### src/design/dsts_pkg.sv
`default_nettype none
// ----------------------------------------------------------------------------
// dsts_pkg: shared types and constants for the stump threshold search
// Sample and result beat layouts, stored record, controller commands and
// datapath status, and saturating Q1.24 helpers.
// ----------------------------------------------------------------------------
package dsts_pkg;

  localparam int unsigned MAX_SAMPLES_DEF = 1024;
  localparam int unsigned WGT_W = 25;
  localparam logic [WGT_W-1:0] Q_ONE = 25'h100_0000;

  // input beat
  typedef struct packed {
    logic signed [31:0] feature_value;
    logic               is_positive;
    logic [WGT_W-1:0]   sample_weight;
    logic               last_sample;
  } sample_t;

  // result beat
  typedef struct packed {
    logic signed [31:0] threshold;
    logic               polarity;
    logic [WGT_W-1:0]   min_error;
    logic               found;
  } result_t;

  // one stored sample
  typedef struct packed {
    logic signed [31:0] value;
    logic               label;
    logic [WGT_W-1:0]   weight;
  } rec_t;

  // controller to datapath
  typedef struct packed {
    logic load;
    logic sort_init;
    logic ins_begin;
    logic ins_fetch;
    logic ins_shift;
    logic ins_place;
    logic scan_init;
    logic scan_issue;
    logic clear;
  } cmd_t;

  // datapath to controller
  typedef struct packed {
    logic ins_done;
    logic pos_zero;
    logic greater;
    logic scan_done;
    logic pipe_busy;
  } stat_t;

  // saturating add at 1.0
  function automatic logic [WGT_W-1:0] sat_add(input logic [WGT_W-1:0] a,
                                               input logic [WGT_W-1:0] b);
    logic [WGT_W:0] s;
    s = {1'b0, a} + {1'b0, b};
    return (s > {1'b0, Q_ONE}) ? Q_ONE : s[WGT_W-1:0];
  endfunction

  // clamp at 1.0
  function automatic logic [WGT_W-1:0] sat_one(input logic [WGT_W-1:0] a);
    return (a > Q_ONE) ? Q_ONE : a;
  endfunction

endpackage
`default_nettype wire

### src/design/dsts_ctrl.sv
`default_nettype none
// ----------------------------------------------------------------------------
// dsts_ctrl: sequencer for load, sort, scan and result
// Accepts sample beats while idle, then steps the datapath through the
// insertion sort and the error scan and strobes the result.
// ----------------------------------------------------------------------------
module dsts_ctrl (
  input  wire logic            clk,
  input  wire logic            rst,
  input  wire logic            start,
  input  wire logic            last_sample,
  input  wire dsts_pkg::stat_t stat,
  output dsts_pkg::cmd_t       cmd,
  output logic                 busy,
  output logic                 done
);
  import dsts_pkg::*;

  typedef enum logic [2:0] {
    S_IDLE, S_NEXT, S_FETCH, S_CMP, S_SCAN, S_DRAIN, S_EMIT
  } state_t;

  state_t state, state_next;

  // next state and commands
  always_comb begin
    state_next = state;
    cmd        = '0;
    case (state)
      S_IDLE: begin
        if (start) begin
          cmd.load = 1'b1;
          if (last_sample) begin
            cmd.sort_init = 1'b1;
            state_next    = S_NEXT;
          end
        end
      end
      S_NEXT: begin
        if (stat.ins_done) begin
          cmd.scan_init = 1'b1;
          state_next    = S_SCAN;
        end else begin
          cmd.ins_begin = 1'b1;
          state_next    = S_FETCH;
        end
      end
      S_FETCH: begin
        cmd.ins_fetch = 1'b1;
        state_next    = S_CMP;
      end
      S_CMP: begin
        if (!stat.pos_zero && stat.greater) begin
          cmd.ins_shift = 1'b1;
        end else begin
          cmd.ins_place = 1'b1;
          state_next    = S_NEXT;
        end
      end
      S_SCAN: begin
        if (stat.scan_done) begin
          state_next = S_DRAIN;
        end else begin
          cmd.scan_issue = 1'b1;
        end
      end
      S_DRAIN: begin
        if (!stat.pipe_busy) begin
          state_next = S_EMIT;
        end
      end
      S_EMIT: begin
        cmd.clear  = 1'b1;
        state_next = S_IDLE;
      end
      default: state_next = S_IDLE;
    endcase
  end

  // state register
  always_ff @(posedge clk) begin
    if (rst) begin
      state <= S_IDLE;
    end else begin
      state <= state_next;
    end
  end

  assign busy = (state != S_IDLE);
  assign done = (state == S_EMIT);

endmodule
`default_nettype wire

### config.mk
export PLATFORM = sky130hd
export DESIGN_NAME = dsts_ctrl
export DESIGN_NICKNAME = d
export VERILOG_FILES = /design/src/design/dsts_pkg.sv /design/src/design/dsts_ctrl.sv
export SDC_FILE = /design/constraint.sdc
export NUM_CORES = 1
export LEC_CHECK = 0
export BUFFER_PORTS_ARGS = -buffer_cell sky130_fd_sc_hd__buf_2
export CAP_MARGIN = 5
export CORE_AREA = 10 10 47 49
export CTS_BUF_LIST = sky130_fd_sc_hd__clkbuf_4
export DETAILED_ROUTE_END_ITERATION = 10
export DIE_AREA = 0 0 57 59
export PLACE_DENSITY_LB_ADDON = 0.2
export SLEW_MARGIN = 15
export SYNTH_ARGS = -nofsm -noshare
export SYNTH_HDL_FRONTEND = slang
export SYNTH_SLANG_ARGS = --single-unit
### constraint.sdc
create_clock -name clk -period 2.4 [get_ports clk]
set_input_delay 0.48 -clock clk [delete_from_list [all_inputs] [get_ports clk]]
set_output_delay 0.48 -clock clk [all_outputs]
set_load 0.05 [all_outputs]
# Word-level counts from Yosys, hierarchy flattened

Cells that the tools add are included.

Register bits after elaboration: 3
Bits of input ports: 9
Output and inout port bits: 11
Word-level logic and storage cells: 38

Equal/unequal tests: 11
Mux-type cells: 21
Reduce and logical (&&, ||, !) cells: 5

Operators with widths:

| operator           | number |
|---|---|
| $mux 3             | 6 |
| $pmux 3 s6         | 1 |
| $mux 1             | 11 |
| $ne 2x2->1 const B | 5 |
| $eq 3x3->1 const B | 3 |
| $eq 3x2->1 const B | 2 |
| $mux 2             | 3 |
| $reduce_and 5->1   | 1 |
| $eq 3x1->1 const B | 1 |
| $logic_not 3->1    | 1 |
| $reduce_bool 3->1  | 1 |
| $logic_and 1x1->1  | 1 |
| $logic_not 1->1    | 1 |

# Logic depth before layout (Yosys ltp)

Depth in word-level cells: 4
Gate-level depth with buffers: 4
Depth with buffers taken out: 3

# Worst setup path after synthesis

No wires, ideal clock.

Kind: in2out
Start point: in stat[4] in the netlist's numbering
End point: out cmd[6] in the netlist's numbering
Arrival: 2.123 ns
Slack: -0.203 ns
Stages on the path: 1
Buffers on the path: 0
Cell sequence: nor4b_1

Longest elaborated chain between the ends: 2

Ends and longest elaborated chain:

| what        | line            | RTL |
|---|---|---|
| from (decl) | dsts_ctrl.sv:12 | `input wire dsts_pkg::stat_t stat,` |
| $mux 1      | dsts_ctrl.sv:40 | `if (stat.ins_done) begin` |
| $mux 1      | dsts_ctrl.sv:29 | `case (state)` |
| to (decl)   | dsts_ctrl.sv:13 | `output dsts_pkg::cmd_t cmd,` |

Every way passes these cells.

==> flow_metrics.py <==
metrics = {
    "sta": {
        "rsz0062_at_grt": "no",
        "clock-skew-final_ps": 0.3366,
        "fmax_mhz": 481.3,
        "fin_ws_ps": 322.1,
        "hold_viol_final": 0,
        "setup_tns_ps": 0,
        "period_share_pct": 86.58,
        "fin_crit_ps": 2078,
        "final_max_slew_viol_count": 0,
        "slew_headroom_pct": 76.17,
        "setup_violations": 0,
        "worst_slew_pin_slew_ps": 357.0,
        "fin_hold_ws_ps": 455.6,
    },
    "worst_setup_path": {
        "worstSetupPathType": "reg2out",
        "path_delay_family": "simple AND/OR/NAND/NOR gates",
        "crit_slowest_cell": "dfxtp_1",
        "crit_arrival_ps": 1600,
        "max_stage_delay_ps": 510,
        "crit_buf_inv": 2,
        "start_kind": "register",
        "crit_path_end_kind": "output port",
        "crit_chain": "nand3b_1 > or3b_4 > inv_1 > buf_2",
        "cp_data_required_time_ps": 1920,
        "critPathMaxFanout": 12,
    },
    "finish": {
        "largest_register_ffs": 3,
        "fin_cells": 74,
        "mostFrequentLayoutCell": "buf_2",
        "area_delta_synth_final_pct": 46.15,
        "regMostFlops": "state",
        "final_nets": 68,
        "drive_above_1_share_pct": 46.55,
        "finish.instance_area_um2": 404.1,
        "layout_top_registers": "state: 3 flops",
        "post-route-util_pct": 28.84,
        "antennaDiodeCount": 0,
        "multi_input_area_um2": 187.7,
        "register_area_um2": 60.06,
        "fill_cells": 166,
        "layout_common_cells": "buf_2, a21oi_1, nand2_1, clkbuf_4",
    },
    "placement": {
        "portBuffers": 19,
        "pre_cts_slack_ps": 564.1,
        "gp_congestion": 0.7854,
        "dpl.cell_count": 70,
        "dp_hpwl_um": 709.5,
        "dpl_cell_area_um2": 374.1,
    },
    "die": {
        "initial_core_util_pct": 19.73,
        "ios": 20,
        "die_x_um": 57,
        "die_area_um2": 3363,
        "core-area_um2": 1401,
        "die_h_um": 59,
        "rows": 14,
    },
    "clock_tree": {
        "cts_setup_buffers": 0,
        "htreeDepth": 1,
        "hold_buffers": 0,
        "clk_pin_slew_worst_paths_ps": 40,
        "insertion_delay_ps": 230,
        "clockBufferDepth": 2,
        "cts_resized": 0,
        "numCtsBuffers": 3,
        "cts_sinks": 3,
        "cts_root_buffer": "clkbuf_4",
        "cts_tree": "built",
    },
    "global_routing": {
        "grt_max_degree": 14,
        "grt_util_all_layers_pct": 5.690,
        "grt_pass1_vias": 351,
        "antenna_found_initial": 0,
        "gr-total-overflow": 0,
        "grt_pass1_wl_mm": 1.518,
    },
    "synthesis": {
        "synth_seq_area_share_pct": 21.72,
        "synth_seq_cells": 3,
        "syn_inst": 38,
        "yosys_warnings": 0,
        "syn_avg_cell_area_um2": 7.277,
        "synth_area_um2": 276.5,
        "syn_nets": 47,
        "synth_cell_types": 21,
    },
    "power": {
        "p_leak_nw": 0.2100,
        "ir_worst_vdd_v": 0.0003214,
        "p_total_mw": 0.3120,
        "power.density_nw_per_um2": 772.1,
    },
    "routing": {
        "vias": 339,
        "drtIter0Drc": 1,
        "ant_nets": 0,
        "viasPerCell": 4.581,
        "drc": 0,
        "first_pass_iters": 2,
        "wirelength_um": 920,
        "wl_per_cell_um": 12.43,
    },
    "min_path": {
        "hold_class": "in2reg",
    },
    "job": {
        "max_cap_viol_count": 0,
    },
    "run_status": {
        "status": "finished clean",
    },
}
logic make-up after synthesis:
family	share of synthesized area [%]
flops	21.72
compound gates	23.53
simple gates	44.34
buf+inv	10.41
layer usage:
metal | track usage (%) | part of all wire [%] | vias up
li1 | - | - | 176
met1 | 4.363 | 36 | 160
met2 | 11.47 | 62 | 3
met3 | 2.575 | 1.7 | 0
met4 | 3.020 | 0 | 0
met5 | 0 | 0 | -
final timing paths:
check        startpoint  endpoint  cells after the start  slack, ps
min                 rst  state[1]                      2        460
max reg2reg    state[0]  state[1]                      3        950
max            state[0]    cmd[4]                      4        320
min reg2reg    state[1]  state[2]                      1        590
final cells by class:
type	count	share of cell area [%]
Timing Repair Buffer	19	23.53
Clock buffer	4	7.430
Multi-Input combinational cell	29	46.44
Sequential cell	3	14.86
Inverter	3	2.786
Tap cell	16	4.954
report_power, final:
part	internal, mW	total, mW	leakage, nW	switching, mW
combinational	0.0415	0.137	0.167	0.0957
clock	0.0738	0.103	0.0184	0.0292
sequential	0.0567	0.0718	0.0247	0.0151
total	0.172	0.312	0.210	0.140
Yosys cell counts, drive strengths merged:
master | number | area, um2
or2 | 1 | 6.260
and4bb | 1 | 12.51
nor2 | 3 | 11.26
inv | 3 | 11.26
a2111oi | 1 | 15.01
a221oi | 1 | 8.760
buf | 3 | 17.52
or3b | 1 | 11.26
nor4b | 1 | 8.760
dfxtp | 3 | 60.06
a21oi | 5 | 25.02
nor3b | 1 | 7.510
or3 | 1 | 6.260
and3 | 1 | 6.260
nor3 | 2 | 10.01
nand3b | 2 | 15.01
a21o | 1 | 7.510
nand2 | 4 | 15.01
a32oi | 1 | 8.760
nand2b | 2 | 12.51
No activity file was read; power rests on OpenSTA's default activity.
